### src/rtl/core/snt_pkg.sv
// Package for the sorted neighbor table: sizes, status codes, item kinds.
// No dependencies.
package snt_pkg;
  localparam int unsigned MaxEntriesDefault   = 16;
  localparam int unsigned IdWidthDefault      = 16;
  localparam int unsigned PayloadWidthDefault = 64;

  typedef enum logic [2:0] {
    KIND_UPSERT = 3'd0,
    KIND_DROP   = 3'd1,
    KIND_MARK   = 3'd2,
    KIND_APPLY  = 3'd3,
    KIND_READ   = 3'd4
  } kind_t;

  typedef enum logic [2:0] {
    ST_UPDATED  = 3'd0,
    ST_INSERTED = 3'd1,
    ST_FULL     = 3'd2,
    ST_DROPPED  = 3'd3,
    ST_NOTFOUND = 3'd4,
    ST_MARKED   = 3'd5,
    ST_APPLIED  = 3'd6,
    ST_READ     = 3'd7
  } status_t;
endpackage

### src/rtl/core/snt_if.sv
// Handshake channels of the sorted neighbor table: request and result.
// No dependencies; the widths are fixed in the interfaces.
interface snt_req_if;
  logic        valid;
  logic        ready;
  logic [2:0]  kind;
  logic [15:0] node_id;
  logic [63:0] payload;
  logic [31:0] version;
  logic [3:0]  read_index;
  modport source (output valid, kind, node_id, payload, version, read_index, input ready);
  modport sink   (input valid, kind, node_id, payload, version, read_index, output ready);
endinterface

interface snt_rsp_if;
  logic        valid;
  logic        ready;
  logic [2:0]  status;
  logic [4:0]  entry_count;
  logic        entry_valid;
  logic [15:0] entry_id;
  logic [63:0] entry_payload;
  logic [31:0] entry_version;
  modport source (output valid, status, entry_count, entry_valid, entry_id, entry_payload,
                  entry_version, input ready);
  modport sink   (input valid, status, entry_count, entry_valid, entry_id, entry_payload,
                  entry_version, output ready);
endinterface

### src/rtl/core/sorted_neighbor_table.sv
// Sorted neighbor table: ascending-id table with upsert, drop, retain, read.
// Items are handled one at a time. A read or an unused kind goes straight to the result;
// drop, mark, full and apply walk the live entries; an insert does a search walk, then a
// shift walk, one entry per cycle through one compare/move unit. A new item is taken only
// once the last result has been taken.
// Reset (rst, synchronous): count and all marks clear; entry storage is not cleared.
module sorted_neighbor_table
  import snt_pkg::*;
#(
  parameter int unsigned MAX_ENTRIES   = MaxEntriesDefault,
  parameter int unsigned ID_WIDTH      = IdWidthDefault,
  parameter int unsigned PAYLOAD_WIDTH = PayloadWidthDefault
) (
  input logic clk,
  input logic rst,
  snt_req_if.sink   req,
  snt_rsp_if.source rsp
);
  localparam int unsigned IW = (MAX_ENTRIES > 1) ? $clog2(MAX_ENTRIES) : 1;
  localparam int unsigned CW = $clog2(MAX_ENTRIES + 1);

  typedef enum logic [4:0] {
    S_IDLE  = 5'b00001,
    S_FIND  = 5'b00010,
    S_SHIFT = 5'b00100,
    S_PACK  = 5'b01000,
    S_DONE  = 5'b10000
  } state_t;

  // Storage: entries live in flops, moved one per cycle by the sequencer.
  logic [ID_WIDTH-1:0]      ids      [MAX_ENTRIES];
  logic [PAYLOAD_WIDTH-1:0] payloads [MAX_ENTRIES];
  logic [31:0]              versions [MAX_ENTRIES];
  logic [MAX_ENTRIES-1:0]   marks;
  logic [CW-1:0]            count;

  state_t state;
  kind_t  kind;
  logic [ID_WIDTH-1:0]      key;
  logic [PAYLOAD_WIDTH-1:0] pay;
  logic [31:0]              ver;
  logic [CW-1:0]            ptr;   // walk position
  logic [CW-1:0]            wr;    // compaction write position

  logic [2:0]  o_status;
  logic [4:0]  o_count;
  logic        o_valid;
  logic [15:0] o_id;
  logic [63:0] o_pay;
  logic [31:0] o_ver;

  // Shared unit: equality with the key at the walk position, greater-than one below.
  logic [IW-1:0]       pidx;
  logic [IW-1:0]       pidx_m1;
  logic                hit;
  logic                gt_prev;
  assign pidx    = ptr[IW-1:0];
  assign pidx_m1 = IW'(ptr - CW'(1));
  assign hit     = (ids[pidx] == key);
  assign gt_prev = (ids[pidx_m1] > key);

  assign req.ready       = (state == S_IDLE);
  assign rsp.valid       = (state == S_DONE);
  assign rsp.status      = o_status;
  assign rsp.entry_count = o_count;
  assign rsp.entry_valid = o_valid;
  assign rsp.entry_id    = o_id;
  assign rsp.entry_payload = o_pay;
  assign rsp.entry_version = o_ver;

  always_ff @(posedge clk) begin
    if (rst) begin
      state <= S_IDLE;
      count <= '0;
      marks <= '0;
    end else begin
      unique case (state)
        S_IDLE: begin
          if (req.valid) begin
            key   <= ID_WIDTH'(req.node_id);
            pay   <= PAYLOAD_WIDTH'(req.payload);
            ver   <= req.version;
            ptr   <= '0;
            wr    <= '0;
            kind  <= kind_t'(req.kind);
            // Entry fields carry data only for a read inside the live entries.
            if (req.kind == KIND_READ && 32'(req.read_index) < 32'(count)) begin
              o_valid <= 1'b1;
              o_id    <= 16'(ids[IW'(req.read_index)]);
              o_pay   <= 64'(payloads[IW'(req.read_index)]);
              o_ver   <= versions[IW'(req.read_index)];
            end else begin
              o_valid <= 1'b0;
              o_id    <= '0;
              o_pay   <= '0;
              o_ver   <= '0;
            end
            unique case (req.kind)
              KIND_UPSERT, KIND_DROP, KIND_MARK: state <= S_FIND;
              KIND_APPLY: state <= S_PACK;
              KIND_READ: begin
                o_status <= ST_READ;
                o_count  <= 5'(count);
                state <= S_DONE;
              end
              default: begin
                o_status <= ST_NOTFOUND;
                o_count  <= 5'(count);
                state    <= S_DONE;
              end
            endcase
          end
        end
        S_FIND: begin
          // Advance until a match or the end of the live entries.
          if (ptr < count && hit) begin
            unique case (kind)
              KIND_UPSERT: begin
                payloads[pidx] <= pay;
                versions[pidx] <= ver;
                o_status <= ST_UPDATED;
                o_count  <= 5'(count);
                state    <= S_DONE;
              end
              KIND_MARK: begin
                marks[pidx] <= 1'b1;
                o_status <= ST_MARKED;
                o_count  <= 5'(count);
                state    <= S_DONE;
              end
              default: begin
                ptr   <= ptr + CW'(1);
                state <= S_SHIFT;
              end
            endcase
          end else if (ptr < count) begin
            ptr <= ptr + CW'(1);
          end else if (kind == KIND_UPSERT) begin
            if (32'(count) >= MAX_ENTRIES) begin
              o_status <= ST_FULL;
              o_count  <= 5'(count);
              state    <= S_DONE;
            end else begin
              state <= S_SHIFT;   // ptr == count: shift up from the top
            end
          end else begin
            o_status <= ST_NOTFOUND;
            o_count  <= 5'(count);
            state    <= S_DONE;
          end
        end
        S_SHIFT: begin
          if (kind == KIND_UPSERT) begin
            // Move one larger entry up, or drop the new entry in place.
            if (ptr != '0 && gt_prev) begin
              ids[pidx]      <= ids[pidx_m1];
              payloads[pidx] <= payloads[pidx_m1];
              versions[pidx] <= versions[pidx_m1];
              marks[pidx]    <= marks[pidx_m1];
              ptr <= ptr - CW'(1);
            end else begin
              ids[pidx]      <= key;
              payloads[pidx] <= pay;
              versions[pidx] <= ver;
              marks[pidx]    <= 1'b0;
              count    <= count + CW'(1);
              o_status <= ST_INSERTED;
              o_count  <= 5'(count + CW'(1));
              state    <= S_DONE;
            end
          end else begin
            // Drop: ptr is the source, close the gap one entry a cycle.
            if (ptr < count) begin
              ids[pidx_m1]      <= ids[pidx];
              payloads[pidx_m1] <= payloads[pidx];
              versions[pidx_m1] <= versions[pidx];
              marks[pidx_m1]    <= marks[pidx];
              ptr <= ptr + CW'(1);
            end else begin
              marks[IW'(count - CW'(1))] <= 1'b0;
              count    <= count - CW'(1);
              o_status <= ST_DROPPED;
              o_count  <= 5'(count - CW'(1));
              state    <= S_DONE;
            end
          end
        end
        S_PACK: begin
          // Keep marked entries in order, then clear every mark.
          if (ptr < count) begin
            if (marks[pidx]) begin
              ids[IW'(wr)]      <= ids[pidx];
              payloads[IW'(wr)] <= payloads[pidx];
              versions[IW'(wr)] <= versions[pidx];
              wr <= wr + CW'(1);
            end
            ptr <= ptr + CW'(1);
          end else begin
            marks    <= '0;
            count    <= wr;
            o_status <= ST_APPLIED;
            o_count  <= 5'(wr);
            state    <= S_DONE;
          end
        end
        S_DONE: begin
          if (rsp.ready) state <= S_IDLE;
        end
        default: state <= S_IDLE;
      endcase
    end
  end

  // Count never exceeds the table size.
  a_count_bound: assert property (@(posedge clk) disable iff (rst)
    32'(count) <= MAX_ENTRIES) else $error("count overflow");
  // A result holds until taken.
  a_rsp_hold: assert property (@(posedge clk) disable iff (rst)
    rsp.valid && !rsp.ready |=> rsp.valid && $stable(rsp.status))
    else $error("result dropped");
  // Insert grows the count by one.
  a_insert: assert property (@(posedge clk) disable iff (rst)
    state == S_SHIFT && kind == KIND_UPSERT && !(ptr != '0 && gt_prev)
    |=> count == $past(count) + CW'(1)) else $error("insert count");
endmodule

### src/flat_wrapper.sv
// flat-port wrapper written by rule: the top's interface ports become plain ports
module sorted_neighbor_table_flat import snt_pkg::*;
#(
  parameter int unsigned MAX_ENTRIES   = MaxEntriesDefault,
  parameter int unsigned ID_WIDTH      = IdWidthDefault,
  parameter int unsigned PAYLOAD_WIDTH = PayloadWidthDefault
)
  (clk, rst, req_valid, req_kind, req_node_id, req_payload, req_version, req_read_index, req_ready, rsp_valid, rsp_status, rsp_entry_count, rsp_entry_valid, rsp_entry_id, rsp_entry_payload, rsp_entry_version, rsp_ready);
  snt_req_if req_i ();
  snt_rsp_if rsp_i ();
  input logic clk;
  input logic rst;
  input wire logic [$bits(req_i.valid)-1:0] req_valid;
  input wire logic [$bits(req_i.kind)-1:0] req_kind;
  input wire logic [$bits(req_i.node_id)-1:0] req_node_id;
  input wire logic [$bits(req_i.payload)-1:0] req_payload;
  input wire logic [$bits(req_i.version)-1:0] req_version;
  input wire logic [$bits(req_i.read_index)-1:0] req_read_index;
  output wire logic [$bits(req_i.ready)-1:0] req_ready;
  output wire logic [$bits(rsp_i.valid)-1:0] rsp_valid;
  output wire logic [$bits(rsp_i.status)-1:0] rsp_status;
  output wire logic [$bits(rsp_i.entry_count)-1:0] rsp_entry_count;
  output wire logic [$bits(rsp_i.entry_valid)-1:0] rsp_entry_valid;
  output wire logic [$bits(rsp_i.entry_id)-1:0] rsp_entry_id;
  output wire logic [$bits(rsp_i.entry_payload)-1:0] rsp_entry_payload;
  output wire logic [$bits(rsp_i.entry_version)-1:0] rsp_entry_version;
  input wire logic [$bits(rsp_i.ready)-1:0] rsp_ready;
  assign req_i.valid = req_valid;
  assign req_i.kind = req_kind;
  assign req_i.node_id = req_node_id;
  assign req_i.payload = req_payload;
  assign req_i.version = req_version;
  assign req_i.read_index = req_read_index;
  assign req_ready = req_i.ready;
  assign rsp_valid = rsp_i.valid;
  assign rsp_status = rsp_i.status;
  assign rsp_entry_count = rsp_i.entry_count;
  assign rsp_entry_valid = rsp_i.entry_valid;
  assign rsp_entry_id = rsp_i.entry_id;
  assign rsp_entry_payload = rsp_i.entry_payload;
  assign rsp_entry_version = rsp_i.entry_version;
  assign rsp_i.ready = rsp_ready;
  sorted_neighbor_table #(.MAX_ENTRIES(MAX_ENTRIES), .ID_WIDTH(ID_WIDTH), .PAYLOAD_WIDTH(PAYLOAD_WIDTH)) u_core (.clk(clk), .rst(rst), .req(req_i), .rsp(rsp_i));
endmodule
### config.mk
export PLATFORM = sky130hd
export DESIGN_NAME = sorted_neighbor_table_flat
export DESIGN_NICKNAME = d
export VERILOG_FILES = /design/src/rtl/core/snt_pkg.sv /design/src/rtl/core/snt_if.sv /design/src/rtl/core/sorted_neighbor_table.sv /design/src/flat_wrapper.sv
export SDC_FILE = /design/constraint.sdc
export NUM_CORES = 2
export LEC_CHECK = 0
export BUFFER_PORTS_ARGS = -buffer_cell sky130_fd_sc_hd__buf_2
export CORE_MARGIN = 2
export CORE_UTILIZATION = 50
export CTS_BUF_LIST = sky130_fd_sc_hd__clkbuf_16
export DETAILED_ROUTE_END_ITERATION = 12
export GPL_TIMING_DRIVEN = 0
export PLACE_DENSITY = 0.66
export SLEW_MARGIN = 10
export SYNTH_ARGS = -nofsm -noshare
export SYNTH_HDL_FRONTEND = slang
export SYNTH_SLANG_ARGS = --single-unit
### constraint.sdc
create_clock -name clk -period 26 [get_ports clk]
set_clock_uncertainty 0.2 [all_clocks]
set_input_delay 5.2 -clock clk [delete_from_list [all_inputs] [get_ports clk]]
set_output_delay 5.2 -clock clk [all_outputs]
set_load 0.01 [all_outputs]
==> flow_metrics.py <==
metrics = {
    "sta": {
        "fin_crit_sh_pct": 50.4,
        "report.final.setup_viol": 0,
        "timing.fmax_mhz": 76.3,
        "setup_tns_ns": 0,
        "worst_slew_pin_slew_ns": 1.51,
        "finalCriticalPeriod_ns": 13.11,
        "rsz0062_at_grt": "no",
        "finalHoldViolations": 0,
        "slew_violations": 11,
        "slew_headroom_pct": -0.722,
    },
    "pwr": {
        "p_sw_mw": 3.85,
        "p_seq_share_pct": 35.3,
        "p_comb_share_pct": 37.2,
        "switching_share_pct": 34.1,
        "p_clk_share_pct": 27.6,
        "ir_drop_v": 0.0000793,
        "finalPower_mw": 11.3,
        "powerDensity_nw_per_um2": 90.5,
        "power.internal_mw": 7.43,
        "leakage_nw": 39.9,
    },
    "route": {
        "via_count": 70300,
        "drtPass1Iterations": 6,
        "drc": 0,
        "drtIter0Drc": 12400,
        "postRouteAntennaNets": 0,
        "routed_wl_mm": 389,
        "via_per_inst": 7.65,
        "avgRoutedWirePerCell_um": 42.4,
    },
    "clocking": {
        "cts_tree": "built",
        "cts_num_sinks": 2068,
        "clk_pin_slew_ns": 0.07,
        "clock_latency_ns": 0.90,
        "hold_buffers": 0,
        "cts_setup_buffers": 0,
        "cts-root-buf": "clkbuf_16",
        "cts.htree.levels": 4,
        "cts_buffer_depth": 3,
        "cts_resized": 0,
        "cts_buffers": 223,
    },
    "yosys": {
        "syn_area_um2": 109000,
        "synth_edf_count": 2038,
        "ys_warn_count": 0,
        "synth.top_cells.by_area": "edfxtp_1 56%, mux4_2 34%, mux2i_1 1.6%",
        "synthTopCellsByCount": "2038 x edfxtp_1, 1642 x mux4_2, 278 x clkbuf_1",
        "yosysMostFrequentCell": "edfxtp_1",
        "seq_area_frac_synth_pct": 56.9,
        "yosysTopAreaCell": "edfxtp_1",
        "syn_inst": 5380,
        "async_flop_share_pct": 0,
        "syn_area_per_cell_um2": 20.2,
        "synthDistinctLibCells": 83,
        "ys_seq_elements": 2068,
        "syn_nets": 5538,
        "synth_top_area_share_pct": 56.4,
        "synth_ff_type": "edfxtp_1",
    },
    "floorplanning": {
        "coreArea_um2": 217000,
        "die_w_um": 470,
        "rows": 171,
        "initial_core_util_pct": 50.1,
        "ios": 246,
        "chipHeight_um": 470,
        "dieArea_um2": 221000,
    },
    "setup_path": {
        "r2r_slack_ns": 12.89,
        "start_kind": "flop",
        "worstPathRequired_ns": 26.36,
        "slowest_stage": "clkbuf_1",
        "r2r_cells": 23,
        "crit_fanout": 16,
        "rr_startpoint": "u_core.ptr[0]",
        "criticalPathCategory": "reg -> reg",
        "cp_common_cell": "clkbuf_1",
        "cp-end-kind": "flop",
        "critPathArrivalTime_ns": 13.46,
        "rr_endpoint": "u_core.payloads[11][40]",
        "worstPathCellList": "buf_2 -> clkbuf_1 -> buf_2 -> buf_2 -> inv_1 -> ha_1 -> clkbuf_1 -> clkbuf_1 -> clkbuf_2 -> clkbuf_1 -> mux4_2 -> mux4_2 -> inv_1 -> ha_1 -> nor2b_1 -> o21bai_1 -> a221o_1 -> a41oi_1 -> nand2_2 -> clkbuf_1 -> clkbuf_1 -> mux2i_1 -> o21ai_1",
        "crit_path_max_incr_delay_ns": 1.12,
    },
    "cells_and_area": {
        "fill_cells": 15800,
        "area.growth.synth_to_final_pct": 14.8,
        "final_area_um2": 125000,
        "utilization_pct": 57.6,
        "nets": 6267,
        "fin_cells": 9188,
        "final_layout_size_suffix_gt1_share_pct": 42.9,
    },
    "hold_path": {
        "whs_path_depth": 2,
        "hold_path.class": "reg -> reg",
        "hold_path_end": "u_core.marks[13]",
        "hold_start": "u_core.marks[13]",
    },
    "global_route": {
        "busiest_layer": "met2",
        "antenna_found_initial": 23,
        "grt_overflow_total": 0,
        "grt_first_pass_wirelength_mm": 538,
        "track_usage_pct": 35.1,
        "grt_max_degree": 32,
        "met2_usage_pct": 53.4,
        "globalRouteMet3Util_pct": 10.4,
        "grt_pass1_vias": 68100,
        "met1_usage_pct": 46.6,
    },
    "place": {
        "port-buffer-count": 244,
        "dp_cells": 8726,
        "dpl.hpwl_mm": 261,
        "dpl_cell_area_um2": 117000,
        "gp_congestion": 0.943,
    },
    "flow_run": {
        "maxCapViolCount": 1,
    },
    "status": {
        "violations": "max-capacitance violations, max-slew violations",
        "status": "finished with violations",
    },
}
[power by group through the flow]
stage | registers [mW] | clock network, mW | logic, mW
final | 3.98 | 3.11 | 4.20
after global routing | 3.98 | 3.25 | 4.30
after CTS | 3.98 | 3.12 | 4.10
after detailed placement | 4.05 | 0 | 4.08
after global placement | 4.10 | 0 | 4.01
after floorplan | 4.06 | 0 | 2.64
[critical path: cells and delay by family (launching register included)]
family | cells | cell delay, ns
compound gates | 4 | 1.63
buf+inv | 12 | 7.62
mux | 3 | 1.21
fa+ha+maj | 2 | 0.50
flops | 1 | 0.55
simple gates | 2 | 0.97
[registers in the layout (all words and copies together) (netlist names), 16 cells and up, named ones only]
signal / count
u_core.ver: 32
u_core.payloads: 1024
u_core.marks: 16
u_core.rsp.entry_payload: 64
u_core.ids: 256
u_core.rsp.entry_id: 16
u_core.pay: 64
u_core.rsp.entry_version: 32
u_core.versions: 512
u_core.key: 16
[cell families after synthesis]
logic type	synth area share (%)
and+or+nand+nor	2.54
buffers and inverters	1.92
xor gates and xnor gates	0.226
DFF	56.9
adders and majority gates	0.403
muxes	35.8
AOI/OAI and AO/OA	2.21
[final cells by class]
type | instances | area (um^2) | share of cell area (%)
Clock inverter | 186 | 1440 | 1.16
Tap cell | 2854 | 3570 | 2.86
Inverter | 36 | 135 | 0.108
Multi-Input combinational cell | 2801 | 44900 | 36.1
Sequential cell | 2068 | 61800 | 49.6
Clock buffer | 224 | 5610 | 4.50
Antenna cell | 40 | 100 | 0.0803
Buffer | 475 | 2100 | 1.69
Timing Repair Buffer | 504 | 4950 | 3.97
[placed cells by master (no fill, tap or decap), types with 40 or more instances in the layout]
cell	synthesis	routed
clkinv_2	0	48
buf_8	2	89
a21oi_1	62	62
o21ai_1	0	104
clkbuf_1	278	230
nand2_1	177	176
clkbuf_16	0	224
mux4_2	1642	1642
diode_2	0	40
clkbuf_2	0	84
inv_1	34	84
clkinv_1	1	49
mux2i_1	177	177
buf_1	149	71
nor2_1	100	83
buf_4	10	89
edfxtp_1	2038	2038
nor2b_1	129	129
buf_2	27	313
buf_16	0	41
buf_6	9	49
[metal layers]
| layer | part of all wire, % | vias to the layer above |
|---|---|---|
| li1 | - | 25400 |
| met1 | 34 | 37000 |
| met2 | 46 | 6736 |
| met3 | 14 | 1135 |
| met4 | 5.8 | 8 |
| met5 | 0.024 | - |
[metrics by stage]
step	hold WS, ns	worst slack (ns)
after floorplan	0.304	9.87
after global placement	0.354	-0.603
after detailed placement	0.349	13.04
after CTS	0.362	12.95
after global routing	0.391	12.91
final	0.359	12.89
[how the worst max path moves through the flow]
stage,startpoint,endpoint,cells past startpoint
after global routing,u_core.ptr[0],u_core.payloads[0][50],23
after floorplan,rst,u_core.key[0],3
final,u_core.ptr[0],u_core.payloads[11][40],23
after detailed placement,u_core.ptr[0],u_core.payloads[13][34],23
after global placement,rst,u_core.versions[1][30],7
after CTS,u_core.ptr[0],u_core.payloads[3][34],23
No activity file was read; power rests on OpenSTA's default activity.
